File: config.mk
export PLATFORM = sky130hd
export DESIGN_NAME = multi_slot_software_timer_table_unit
export DESIGN_NICKNAME = d
export VERILOG_FILES = /design/src/hw/rtl/mstt_pkg.sv /design/src/hw/rtl/mstt_cell.sv /design/src/hw/rtl/multi_slot_software_timer_table_unit.sv
export SDC_FILE = /design/constraint.sdc
export NUM_CORES = 1
export LEC_CHECK = 0
export BUFFER_PORTS_ARGS = -buffer_cell sky130_fd_sc_hd__buf_2
export CORE_ASPECT_RATIO = 0.5
export CORE_MARGIN = 3
export CORE_UTILIZATION = 45
export CTS_BUF_LIST = sky130_fd_sc_hd__clkbuf_4 sky130_fd_sc_hd__clkbuf_8 sky130_fd_sc_hd__clkbuf_16
export DETAILED_ROUTE_END_ITERATION = 8
export GPL_TIMING_DRIVEN = 0
export HOLD_SLACK_MARGIN = 0.12
export PLACE_DENSITY = 0.63
export SLEW_MARGIN = 20
export SYNTH_ARGS = -nofsm -noshare
export SYNTH_HDL_FRONTEND = slang
export SYNTH_SLANG_ARGS = --single-unit
export TNS_END_PERCENT = 100
File: constraint.sdc
create_clock -name clk -period 8.7 [get_ports clk]
set_input_delay 0.435 -clock clk [delete_from_list [all_inputs] [get_ports clk]]
set_output_delay 0.435 -clock clk [all_outputs]
set_load 0.005 [all_outputs]
File: src/hw/rtl/mstt_pkg.sv
// Shared types and constants for the software timer table.
package mstt_pkg;

  localparam int SLOTS      = 16;
  localparam int SLOT_W     = (SLOTS > 1) ? $clog2(SLOTS) : 1;
  localparam int ID_W       = 16;
  localparam int IVL_W      = 16;
  localparam int TIME_W     = 26;
  localparam int MS_PER_SEC = 1000;
  localparam int IN_DATA_W  = 40;
  localparam int OUT_DATA_W = 16;

  typedef enum logic [1:0] {
    MODE_TICK  = 2'd0,
    MODE_REG   = 2'd1,
    MODE_UNREG = 2'd2,
    MODE_NONE  = 2'd3
  } mode_t;

  typedef enum logic [2:0] {
    EV_REGISTERED = 3'd0,
    EV_FULL       = 3'd1,
    EV_REMOVED    = 3'd2,
    EV_NOT_FOUND  = 3'd3,
    EV_FIRED      = 3'd4,
    EV_QUIET      = 3'd5
  } event_t;

  typedef enum logic [1:0] {
    ST_IDLE,
    ST_SCAN,
    ST_DONE
  } state_t;

  // One timer slot as it travels around the ring.
  typedef struct packed {
    logic              used;
    logic              one_shot;
    logic [TIME_W-1:0] period;
    logic [TIME_W-1:0] elapsed;
    logic [ID_W-1:0]   ident;
  } slot_t;

endpackage

File: src/hw/rtl/mstt_cell.sv
// One timer slot of the ring; takes its neighbor's slot on every shift.
module mstt_cell (
  input  logic          clk,
  input  logic          rst_n,
  input  logic          shift_en,
  input  mstt_pkg::slot_t slot_i,
  output mstt_pkg::slot_t slot_o
);
  import mstt_pkg::*;

  logic              used_r;
  logic              one_shot_r;
  logic [TIME_W-1:0] period_r;
  logic [TIME_W-1:0] elapsed_r;
  logic [ID_W-1:0]   ident_r;

  // flags reset, counts and id only matter once used
  always_ff @(posedge clk) begin
    if (!rst_n) begin
      used_r     <= 1'b0;
      one_shot_r <= 1'b0;
    end else if (shift_en) begin
      used_r     <= slot_i.used;
      one_shot_r <= slot_i.one_shot;
    end
  end

  always_ff @(posedge clk) begin
    if (shift_en) begin
      period_r  <= slot_i.period;
      elapsed_r <= slot_i.elapsed;
      ident_r   <= slot_i.ident;
    end
  end

  always_comb begin
    slot_o.used     = used_r;
    slot_o.one_shot = one_shot_r;
    slot_o.period   = period_r;
    slot_o.elapsed  = elapsed_r;
    slot_o.ident    = ident_r;
  end

endmodule

File: src/hw/rtl/multi_slot_software_timer_table_unit.sv
// Top level of the software timer table: slot ring, head logic and result register.
// Input stream (in_*): one beat per command. in_tuser carries the mode
//   (tick, register, unregister); in_tdata carries the register/unregister
//   arguments. A mode of three is taken and dropped without any result.
// Output stream (out_*): result beats. out_tuser is the event code, out_tdata
//   the timer id (zero where none applies), out_tlast marks the final beat
//   caused by one command.
// Timing: the slots sit in a ring of SLOTS cells; a command walks the whole
//   ring once, one slot per cycle unless a flushed fire waits on the output
//   register, through the head logic at cell 0. The last result beat shows
//   with in_tready back high in the same cycle, so the next command can be
//   accepted then. A tick emits up to SLOTS fired beats, at most one per cycle.
// Reset: rst_n (synchronous, active low) frees every slot and zeroes the id
//   counter; the first registered timer gets id 1. No clearing pass.
// Backpressure: results sit in an output register. When out_tready is low and
//   a further result is due, the ring stops shifting until the beat is taken;
//   no result is lost. in_tready is high only between commands.
module multi_slot_software_timer_table_unit (
  input  logic                               clk,
  input  logic                               rst_n,
  // input command stream
  input  logic                               in_tvalid,
  output logic                               in_tready,
  input  logic [mstt_pkg::IN_DATA_W-1:0]     in_tdata,  // one_shot, unit_seconds,
                                                        // interval[15:0], drop_id[15:0], zero pad
  input  logic [1:0]                         in_tuser,  // mode[1:0]
  // result stream
  output logic                               out_tvalid,
  input  logic                               out_tready,
  output logic [mstt_pkg::OUT_DATA_W-1:0]    out_tdata, // id_out[15:0]
  output logic [2:0]                         out_tuser, // event_res[2:0]
  output logic                               out_tlast  // last
);
  import mstt_pkg::*;

  // ---------------------------------------------------------------------------
  // Input field unpacking
  // ---------------------------------------------------------------------------
  logic             f_one_shot;
  logic             f_unit_seconds;
  logic [IVL_W-1:0] f_interval;
  logic [ID_W-1:0]  f_drop_id;
  logic [TIME_W-1:0] f_period_ms;

  assign f_one_shot     = in_tdata[0];
  assign f_unit_seconds = in_tdata[1];
  assign f_interval     = in_tdata[2 +: IVL_W];
  assign f_drop_id      = in_tdata[2 + IVL_W +: ID_W];

  // seconds scale to ms; 65535 s still fits 26 bits
  assign f_period_ms = f_unit_seconds ?
                       (TIME_W'(f_interval) * TIME_W'(MS_PER_SEC)) :
                       TIME_W'(f_interval);

  // ---------------------------------------------------------------------------
  // Registers
  // ---------------------------------------------------------------------------
  state_t            state_r, state_nxt;
  logic [SLOT_W-1:0] step_r, step_nxt;
  mode_t             cmd_mode_r;
  logic              cmd_once_r;
  logic [TIME_W-1:0] cmd_period_r;
  logic [ID_W-1:0]   cmd_tid_r;
  logic [ID_W-1:0]   id_counter_r, id_counter_nxt;
  logic              found_r, found_nxt;
  logic              held_valid_r, held_valid_nxt;
  logic [ID_W-1:0]   held_id_r, held_id_nxt;

  logic              out_valid_r;
  event_t            out_ev_r;
  logic [ID_W-1:0]   out_id_r;
  logic              out_last_r;

  // result push from control
  logic              push;
  event_t            push_ev;
  logic [ID_W-1:0]   push_id;
  logic              push_last;
  logic              out_free;

  logic              advance;
  logic              in_acc;

  // ---------------------------------------------------------------------------
  // Slot ring
  // ---------------------------------------------------------------------------
  slot_t ring_q [SLOTS];
  slot_t head_in;
  slot_t head_out;

  genvar gi;
  generate
    for (gi = 0; gi < SLOTS; gi++) begin : g_cell
      slot_t cell_d;
      if (gi == SLOTS - 1) begin : g_tail
        assign cell_d = head_out;
      end else begin : g_mid
        assign cell_d = ring_q[gi + 1];
      end
      mstt_cell u_cell (
        .clk      (clk),
        .rst_n    (rst_n),
        .shift_en (advance),
        .slot_i   (cell_d),
        .slot_o   (ring_q[gi])
      );
    end
  endgenerate

  assign head_in = ring_q[0];

  // ---------------------------------------------------------------------------
  // Head logic: unless a flushed fire stalls the ring, one slot per cycle
  // ---------------------------------------------------------------------------
  logic [TIME_W-1:0] el_inc;
  logic              fire;
  logic              take;
  logic              hit;
  logic [ID_W-1:0]   id_next;

  assign el_inc  = head_in.elapsed + TIME_W'(1);
  assign fire    = head_in.used && (head_in.period <= el_inc);
  assign take    = !head_in.used && !found_r;
  assign hit     = head_in.used && (head_in.ident == cmd_tid_r) && !found_r;
  assign id_next = (id_counter_r == {ID_W{1'b1}}) ? ID_W'(1) : id_counter_r + ID_W'(1);

  assign out_free = !out_valid_r || out_tready;
  assign in_tready = (state_r == ST_IDLE);
  assign in_acc    = in_tvalid && in_tready;

  always_comb begin
    head_out       = head_in;
    state_nxt      = state_r;
    step_nxt       = step_r;
    found_nxt      = found_r;
    held_valid_nxt = held_valid_r;
    held_id_nxt    = held_id_r;
    id_counter_nxt = id_counter_r;
    push           = 1'b0;
    push_ev        = EV_QUIET;
    push_id        = '0;
    push_last      = 1'b0;
    advance        = 1'b0;

    case (cmd_mode_r)
      MODE_TICK: begin
        if (head_in.used) begin
          head_out.elapsed = fire ? '0 : el_inc;
          head_out.used    = !(fire && head_in.one_shot);
        end
      end
      MODE_REG: begin
        if (take) begin
          head_out.used     = 1'b1;
          head_out.one_shot = cmd_once_r;
          head_out.period   = cmd_period_r;
          head_out.elapsed  = '0;
          head_out.ident    = id_next;
        end
      end
      MODE_UNREG: begin
        if (hit) begin
          head_out.used = 1'b0;
        end
      end
      default: begin
        head_out = head_in;
      end
    endcase

    case (state_r)
      ST_IDLE: begin
        if (in_acc && (mode_t'(in_tuser) != MODE_NONE)) begin
          state_nxt      = ST_SCAN;
          step_nxt       = '0;
          found_nxt      = 1'b0;
          held_valid_nxt = 1'b0;
        end
      end
      ST_SCAN: begin
        // an earlier fire is flushed (not last) when a newer one arrives
        if (cmd_mode_r == MODE_TICK && fire && held_valid_r) begin
          advance = out_free;
          push    = out_free;
          push_ev = EV_FIRED;
          push_id = held_id_r;
        end else begin
          advance = 1'b1;
        end
        if (advance) begin
          case (cmd_mode_r)
            MODE_TICK: begin
              if (fire) begin
                held_valid_nxt = 1'b1;
                held_id_nxt    = head_in.ident;
              end
            end
            MODE_REG: begin
              if (take) begin
                found_nxt      = 1'b1;
                id_counter_nxt = id_next;
              end
            end
            MODE_UNREG: begin
              if (hit) begin
                found_nxt = 1'b1;
              end
            end
            default: begin
              found_nxt = found_r;
            end
          endcase
          if (step_r == SLOT_W'(SLOTS - 1)) begin
            state_nxt = ST_DONE;
          end else begin
            step_nxt = step_r + SLOT_W'(1);
          end
        end
      end
      ST_DONE: begin
        if (out_free) begin
          push      = 1'b1;
          push_last = 1'b1;
          case (cmd_mode_r)
            MODE_TICK: begin
              push_ev = held_valid_r ? EV_FIRED : EV_QUIET;
              push_id = held_valid_r ? held_id_r : '0;
            end
            MODE_REG: begin
              push_ev = found_r ? EV_REGISTERED : EV_FULL;
              push_id = found_r ? id_counter_r : '0;
            end
            MODE_UNREG: begin
              push_ev = found_r ? EV_REMOVED : EV_NOT_FOUND;
              push_id = found_r ? cmd_tid_r : '0;
            end
            default: begin
              push = 1'b0;
            end
          endcase
          state_nxt = ST_IDLE;
        end
      end
      default: begin
        state_nxt = ST_IDLE;
      end
    endcase
  end

  // ---------------------------------------------------------------------------
  // Control registers
  // ---------------------------------------------------------------------------
  always_ff @(posedge clk) begin
    if (!rst_n) begin
      state_r      <= ST_IDLE;
      step_r       <= '0;
      found_r      <= 1'b0;
      held_valid_r <= 1'b0;
      id_counter_r <= '0;
      cmd_mode_r   <= MODE_NONE;
      out_valid_r  <= 1'b0;
    end else begin
      state_r      <= state_nxt;
      step_r       <= step_nxt;
      found_r      <= found_nxt;
      held_valid_r <= held_valid_nxt;
      id_counter_r <= id_counter_nxt;
      if (in_acc) begin
        cmd_mode_r <= mode_t'(in_tuser);
      end
      if (push) begin
        out_valid_r <= 1'b1;
      end else if (out_tready) begin
        out_valid_r <= 1'b0;
      end
    end
  end

  // command arguments and result payload
  always_ff @(posedge clk) begin
    held_id_r <= held_id_nxt;
    if (in_acc) begin
      cmd_once_r   <= f_one_shot;
      cmd_period_r <= f_period_ms;
      cmd_tid_r    <= f_drop_id;
    end
    if (push) begin
      out_ev_r   <= push_ev;
      out_id_r   <= push_id;
      out_last_r <= push_last;
    end
  end

  assign out_tvalid = out_valid_r;
  assign out_tuser  = out_ev_r;
  assign out_tdata  = out_id_r;
  assign out_tlast  = out_last_r;

  // ---------------------------------------------------------------------------
  // Assertions
  // ---------------------------------------------------------------------------
  a_walk_ends: assert property (@(posedge clk) disable iff (!rst_n)
    (state_r == ST_SCAN && advance && step_r == SLOT_W'(SLOTS - 1)) |=> (state_r == ST_DONE))
    else $error("ring walk did not end after the last slot");

  a_held_tick_only: assert property (@(posedge clk) disable iff (!rst_n)
    (held_valid_r && state_r != ST_IDLE) |-> (cmd_mode_r == MODE_TICK))
    else $error("held fire outside a tick");

  a_found_not_tick: assert property (@(posedge clk) disable iff (!rst_n)
    (found_r && state_r != ST_IDLE) |-> (cmd_mode_r != MODE_TICK))
    else $error("slot match flag set on a tick");

  a_id_nonzero: assert property (@(posedge clk) disable iff (!rst_n)
    (id_counter_r != '0) |=> (id_counter_r != '0))
    else $error("id counter fell back to zero");

  a_final_beat: assert property (@(posedge clk) disable iff (!rst_n)
    (state_r == ST_DONE && out_free) |=> (out_tvalid && out_tlast))
    else $error("final result beat missing");

endmodule

==> results of run 1 <==
flip-flops by register name, indices dropped and copies added, names as in the netlist:
| name | flops |
|---|---|
| cmd_tid_r | 16 |
| held_valid_r | 1 |
| g_cell.u_cell.ident_r | 256 |
| cmd_mode_r | 2 |
| cmd_period_r | 26 |
| g_cell.u_cell.used_r | 16 |
| id_counter_r | 16 |
| held_id_r | 16 |
| g_cell.u_cell.one_shot_r | 16 |
| g_cell.u_cell.elapsed_r | 416 |
| state_r | 2 |
| out_tvalid | 1 |
| step_r | 4 |
| out_tdata | 16 |
| g_cell.u_cell.period_r | 416 |
| out_tlast | 1 |
| out_tuser | 3 |
| cmd_once_r | 1 |
| found_r | 1 |
timing repair:
item / CTS / global route
hold buffers: 19 / 0
setup buffers: 0 / 0
endpoints found under the hold margin: 19 / 0
endpoints found under the setup margin: 0 / 0
power by group through the flow:
stage | Combinational (mW) | Sequential [mW] | Clock, mW
after floorplan | 1.93 | 9.56 | 0
after global placement | 2.54 | 9.88 | 0
after detailed placement | 2.71 | 9.50 | 0
after CTS | 2.72 | 9.39 | 4.60
after global routing | 3.03 | 9.52 | 4.83
final | 2.68 | 9.37 | 4.46
cell families (layout without fill, tap and decap cells):
logic type,count (synthesis),after routing
buffers and inverters,145,419
other,0,3
AND/OR/NAND/NOR,382,382
adder cells (fa/ha/maj),145,145
AO/OA/AOI/OAI,226,226
flip-flops,1226,1226
XOR/XNOR,74,74
multiplexers,33,33
worst paths after layout:
check / startpoint / end / slack (ns) / depth (start not counted)
hold / removal: rst_n / held_valid_r$_SDFFE_PN0P_ / 0.19 / 4
hold reg to reg: g_cell[1].u_cell.period_r[25]$_DFFE_PP_ / g_cell[0].u_cell.period_r[25]$_DFFE_PP_ / 0.39 / 0
setup reg to reg: g_cell[0].u_cell.elapsed_r[0]$_DFFE_PP_ / g_cell[1].u_cell.elapsed_r[11]$_DFFE_PP_ / 1.03 / 22
setup / recovery: g_cell[0].u_cell.elapsed_r[0]$_DFFE_PP_ / g_cell[1].u_cell.elapsed_r[11]$_DFFE_PP_ / 1.03 / 22
cell usage in the layout, fill, tap and decap left out, types with 8 or more instances in the layout:
master         instances
nor4_1                 9
dfxtp_1               59
a22oi_1               18
clkbuf_1              34
xor2_1                34
nand2_1              183
buf_16                 8
nor2_1                36
o2bb2ai_2             10
clkinv_2              19
edfxtp_1            1167
o31ai_1                8
dlygate4sd3_1         19
o21ai_0               66
clkbuf_16            101
mux2i_1               33
a21oi_1               36
buf_2                 61
o21ai_1                8
clkbuf_4              19
or3_1                  8
and2_1                12
nor2b_1               42
nor3_1                11
nand3_1               29
and3_1                14
xnor2_1               40
bufinv_16              9
clkinv_1              25
ha_1                  91
a21o_1                14
inv_1                 99
a21boi_0              12
fa_1                  54
area by class of cell:
type                            instances  area share
Multi-Input combinational cell        860      0.1359
Clock inverter                         62     0.01162
Tap cell                             1255     0.03199
Buffer                                 43    0.004511
Inverter                              102    0.007799
Sequential cell                      1226      0.7379
Timing Repair Buffer                   89     0.01486
Antenna cell                            3   0.0001529
Clock buffer                          123     0.05523
per-layer routing:
metal | global-route usage | vias up | share of wire | routed length [um]
met2 | 0.1852 | 377 | 0.42 | 28000
li1 | - | 8842 | - | -
met5 | 0 | - | 0 | 0
met4 | 0.03744 | 0 | 0.022 | 1481
met1 | 0.2159 | 9557 | 0.51 | 34600
met3 | 0.02990 | 115 | 0.049 | 3286
metrics by stage:
stage               setup WS, ns  hold WS [ns]  instances
global placement          -1.940        0.4002       3546
CTS                       0.8840        0.1243       3760
floorplan                 0.1627        0.4003       2231
global route              0.3845        0.1673       3760
detailed placement        0.8769        0.4045       3556
finish                     1.028        0.1939       3763
synthesized netlist by cell type, types with 3 or more instances:
cell and count:
a21oi_1 36, a31oi_1 7, o21ai_1 8, nor2b_1 42, nand2_1 183, inv_1 100
nor2_1 38, nand3_1 29, and3_1 14, and4_1 5, nand3b_1 4, a21o_1 14
mux2i_1 33, fa_1 54, a21boi_0 12, or3_1 8, nand4_1 7, buf_4 3
and2_1 12, nor3_1 11, a22oi_1 18, xor2_1 34, o2bb2ai_1 6, edfxtp_1 1167
dfxtp_1 59, buf_6 4, ha_1 91, clkbuf_1 34, nand2b_1 7, xnor2_1 40
nor4_1 9, a22o_1 3, o31ai_1 8, o211ai_1 3, o21ai_0 66, o2bb2ai_2 10
o22ai_1 3
worst reg2reg max path: stages, from the launching register on:
cell and delay, ns:
edfxtp_1 0.50, ha_1 0.28, nand3_1 0.23, nor3_1 0.54, and3_1 0.22, clkbuf_2 0.21
nand2_1 0.10, nor3_1 0.20, nand4_1 0.14, xor2_1 0.21, ha_1 0.32, and3_1 0.24
nand4_2 0.18, nor4_2 0.42, o31ai_2 0.20, a31oi_4 0.38, o21ai_4 0.14, inv_2 0.17
buf_16 0.18, buf_16 0.49, buf_16 0.57, buf_16 0.56, buf_16 0.73
==> summary.md, run 1 <==
| Metric | Value |
|---|---|
| Io pins | 68 |
| Largest family of logic cells by synthesized area | adder cells |
| Post_cts resized | 0 |
| Clk buf depth | 3 |
| Sequential share of power | 0.567 |
| Status | finished, violations left |
| Seq/Total Area, Yosys | 0.8331 |
| Fmax | 130.3 MHz |
| Crit-path cells | ha_1 -> nand3_1 -> nor3_1 -> and3_1 -> clkbuf_2 -> nand2_1 -> nor3_1 -> nand4_1 -> xor2_1 -> ha_1 -> and3_1 -> nand4_2 -> nor4_2 -> o31ai_2 -> a31oi_4 -> o21ai_4 -> inv_2 -> buf_16 -> buf_16 -> buf_16 -> buf_16 -> buf_16 |
| Avg Vias per Cell | 5.020 |
| DRT iter0 DRCs | 1913 |
| Peak supply drop | 0.0002544 V |
| CP bufs+invs | 7 |
| Complex-gate fraction of the synthesized area | 0.03738 |
| Post-synthesis mux area share | 0.007597 |
| Post-synthesis area per instance | 19.49 um2 |
| Top cells by area, synth | edfxtp_1 81%, dfxtp_1 2.7%, ha_1 2.6% |
| Clk Latency, worst-skew pair | 0.68 ns |
| Chip width | 445.6 um |
| DP Area | 45610 um2 |
| Synth top area share | 0.8060 |
| NetSw | 4.358 mW |
| CP max FO | 163 |
| Power Total | 16.51 mW |
| Combinational power share | 0.162 |
| Post-synth EDFFs | 1167 |
| Final core occ | 0.5200 |
| Post-synth cell types | 76 |
| Slew Limit Fails | 0 |
| Area share of fa/ha/maj cells after synthesis | 0.05105 |
| Worst hold path class | in2reg |
| Setup TNS | 0 ns |
| Period utilisation layout | 0.8819 |
| # rows | 79 |
| Post-route ant nets | 0 |
| TritonCTS clock tree | built |
| CP delay by family, top | buffers and inverters |
| Synthesized area | 43480 um2 |
| Area of the core | 94400 um2 |
| Routed WL per cell | 17.91 um |
| Proportion of layout cells with a drive suffix above 1 | 0.1082 |
| DRT Pass-1 Iters | 8 |
| Worst Max-Slew Pin Slew | 1.076 ns |
| Synth Area in Simple Gates | 0.04242 |
| First-pass GRT wire length | 104200 um |
| Synth async-reset ratio | 0 |
| Clock Power Share | 0.270 |
| DP HPWL | 42810 um |
| Port bufs | 60 |
| Clock root buffer | clkbuf_16 |
| Violated checks | DRC |
| Number of synthesis warnings | 0 |
| Worst Path Arrival | 7.97 ns |
| Yosys top cell by area | edfxtp_1 |
| Final Wtd Congestion | 0.8254 |
| Most frequent CP cell | buf_16 |
| Worst setup path class | reg2reg |
| Via count | 18891 |
| Die area | 100600 um2 |
| Htree depth | 3 |
| Final Critical Period | 7.672 ns |
| Final setup vio count | 0 |
| Layout Skew | 0.03656 ns |
| Cell Pwr Density | 336.3 nW/um2 |
| XOR/XNOR Fraction of Synth Area | 0.01491 |
| Synth-to-layout area growth | 12.90% |
| # DRC | 2 |
| Die Ht | 225.8 um |
| Final WL | 67380 um |
| Initial core utilization | 0.4606 |
| Grt ovf | 0 |
| Final net count | 2613 |
| Initial antenna violation count | 1 |
| Finished Cell Area | 49090 um2 |
| Vias in the first global route | 18208 |
| Slew HR | 0.2772 |
| Critical path required time | 8.99 ns |
| Largest stage delay on the critical path | 0.59 ns |
| Yosys reg bits | 1226 |
| Register area | 36220 um2 |
| Unrepaired setup endpoints after global routing | false |
| Clock transition at the registers of the reported paths | 0.07 ns |
| All-Layer GR Usage | 0.1350 |
| Primary FF master, synth | edfxtp_1 |
| # fillers | 7357 |
| Largest net degree at the start of global routing | 165 |
| Startpoint Class | flip-flop |
| Clock sinks | 1226 |
| Max-cap viol count | 0 |
| Final hold vios | 0 |
| Cells after Synth | 2231 |
| Pint | 12.15 mW |
| Sw Share | 0.2640 |
| Net Count, Synth | 2422 |
| Critical Path Sink Type | flip-flop |
| Cts bufs inserted | 100 |
| Area of the multi-input gates | 6673 um2 |
| Crit-path slowest cell | buf_16 |
| LEAKAGE | 16.71 nW |
Note: power is estimated with default switching activity, not from simulation.
==> run 2: changes to the inputs <==
==> constraint.sdc (replaced) <==
create_clock -name clk -period 8.7 [get_ports clk]
set_input_delay 1.305 -clock clk [delete_from_list [all_inputs] [get_ports clk]]
set_output_delay 1.305 -clock clk [all_outputs]
set_load 0.005 [all_outputs]
==> summary.md, run 2 (same netlist as run 1, synthesis figures left out) <==
| Metric | Value |
|---|---|
| Status | finished, final reports clean |
| Clk buf depth | 3 |
| Synth-to-layout area growth | 12.47% |
| Final core occ | 0.5180 |
| Worst Path Arrival | 8.01 ns |
| Worst hold path class | reg2reg |
| Clock root buffer | clkbuf_16 |
| Post_cts resized | 0 |
| Highest metal used | met4 |
| M1 WL | 34730 um |
| DRT Pass-1 Iters | 6 |
| R2r setup slk | 0.99 ns |
| Die area | 100600 um2 |
| Port bufs | 60 |
| Peak supply drop | 0.0002532 V |
| Vias in the first global route | 18114 |
| Period utilisation layout | 0.8861 |
| DRT iter0 DRCs | 1939 |
| Die Ht | 225.8 um |
| Layout Skew | 0.03623 ns |
| Final net count | 2594 |
| Register area | 36220 um2 |
| Avg Vias per Cell | 5.019 |
| # DRC | 0 |
| Crit path from | g_cell[0].u_cell.elapsed_r[0]$_DFFE_PP_ |
| DP HPWL | 42810 um |
| Fmax | 129.7 MHz |
| Cell Pwr Density | 337.4 nW/um2 |
| Cts bufs inserted | 100 |
| Final Wtd Congestion | 0.8254 |
| All-Layer GR Usage | 0.1342 |
| Clk Latency, worst-skew pair | 0.68 ns |
| Proportion of layout cells with a drive suffix above 1 | 0.1090 |
| PnR worst setup slack | 0.9908 ns |
| First-pass GRT wire length | 103600 um |
| Area of the multi-input gates | 6673 um2 |
| Worst Max-Slew Pin Slew | 1.014 ns |
| Critical path required time | 9.00 ns |
| Largest net degree at the start of global routing | 165 |
| Final hold vios | 0 |
| Clock sinks | 1226 |
| Via count | 18792 |
| # rows | 79 |
| Initial antenna violation count | 1 |
| Initial core utilization | 0.4606 |
| Worst setup path class | reg2reg |
| Pre-CTS setup slack | 0.8769 ns |
| Crit Reg-Reg Endpoint | g_cell[3].u_cell.ident_r[6]$_DFFE_PP_ |
| Commonest non-fill, non-tap cell in the layout | edfxtp_1 |
| Chip width | 445.6 um |
| CP max FO | 164 |
| Clock transition at the registers of the reported paths | 0.07 ns |
| WL met2 | 27790 um |
| Slew HR | 0.3189 |
| Reg2reg start | g_cell[0].u_cell.elapsed_r[0]$_DFFE_PP_ |
| LEAKAGE | 16.63 nW |
| Critical Path Sink Type | flip-flop |
| Max-cap viol count | 0 |
| Commonest non-fill, non-tap cells in the layout | 1167 x edfxtp_1, 183 x nand2_1, 101 x clkbuf_16, 99 x inv_1, 91 x ha_1 |
| Htree depth | 3 |
| DP Area | 45610 um2 |
| Final WL | 67080 um |
| # fillers | 7380 |
| TritonCTS clock tree | built |
| Slew Limit Fails | 0 |
| Post-route ant nets | 0 |
| Unrepaired setup endpoints after global routing | false |
| Critical Path End | g_cell[3].u_cell.ident_r[6]$_DFFE_PP_ |
| CTS Hold Bufs | 0 |
| Largest registers | g_cell.u_cell.elapsed_r (416), g_cell.u_cell.period_r (416), g_cell.u_cell.ident_r (256) |
| Finished Cell Area | 48900 um2 |
| Grt ovf | 0 |
| Setup TNS | 0 ns |
| Setup bufs post-CTS | 0 |
| Area of the core | 94400 um2 |
| Routed wire length on met3 | 3073 um |
| Startpoint Class | flip-flop |
| Routed WL per cell | 17.92 um |
| Final Critical Period | 7.709 ns |
| Hold_ws | 0.3896 ns |
| Io pins | 68 |
| Final setup vio count | 0 |
| Reg2Reg Depth | 22 |
==> run 2: cell types whose count changed in the layout (fill, tap and decap cells not counted) <==
cell           change
dlygate4sd3_1     -19
==> run 2: how the worst min path moves through the flow <==
stage	startpoint	end	cells past startpoint	slack, ns
after global placement	g_cell[4].u_cell.period_r[22]$_DFFE_PP_	g_cell[3].u_cell.period_r[22]$_DFFE_PP_	0	0.40
after floorplan	g_cell[1].u_cell.elapsed_r[0]$_DFFE_PP_	g_cell[0].u_cell.elapsed_r[0]$_DFFE_PP_	0	0.40
final	g_cell[1].u_cell.period_r[25]$_DFFE_PP_	g_cell[0].u_cell.period_r[25]$_DFFE_PP_	0	0.39
after global routing	g_cell[4].u_cell.elapsed_r[4]$_DFFE_PP_	g_cell[3].u_cell.elapsed_r[4]$_DFFE_PP_	0	0.40
after detailed placement	g_cell[1].u_cell.elapsed_r[17]$_DFFE_PP_	g_cell[0].u_cell.elapsed_r[17]$_DFFE_PP_	0	0.40
after CTS	g_cell[13].u_cell.period_r[21]$_DFFE_PP_	g_cell[12].u_cell.period_r[21]$_DFFE_PP_	0	0.39
==> run 2: worst max-delay path, stage by stage (launching register included) <==
cell	delay, ns
edfxtp_1	0.50
ha_1	0.28
nand3_1	0.24
nor3_1	0.53
and3_1	0.22
clkbuf_2	0.20
nand2_1	0.10
nor3_1	0.23
nand4_1	0.16
xor2_1	0.21
ha_1	0.32
and3_1	0.24
nand4_2	0.18
nor4_2	0.42
o31ai_2	0.20
a31oi_4	0.37
o21ai_4	0.14
inv_2	0.17
buf_16	0.18
buf_16	0.48
buf_16	0.59
buf_16	0.57
buf_16	0.52
==> run 2: metrics by stage <==
| step | cells | total power [mW] |
|---|---|---|
| floorplan | 2231 | 11.49 |
| global placement | 3546 | 12.43 |
| detailed placement | 3556 | 12.21 |
| CTS | 3741 | 16.71 |
| global route | 3741 | 17.37 |
| finish | 3744 | 16.50 |
==> run 2: final cells by class <==
type,count,share of cell area
inverters,102,0.007829
clock inverters,62,0.01167
flip-flops and latches,1226,0.7408
repair buffers,70,0.01103
clock buffers,123,0.05545
plain buffers,43,0.004529
well taps,1255,0.03211
multi-input cells,860,0.1365
diodes,3,0.0001535
==> run 2: per-layer routing <==
metal	up-vias	GRT usage
met5	-	0
met4	0	0.03744
met3	121	0.02990
met2	362	0.1831
met1	9502	0.2154
li1	8807	-
==> run 2: power breakdown <==
part	switching, mW	total (mW)	internal (mW)
Clock	1.96	4.46	2.49
Sequential	0.501	9.37	8.86
Combinational	1.89	2.68	0.785
Total	4.35	16.5	12.1
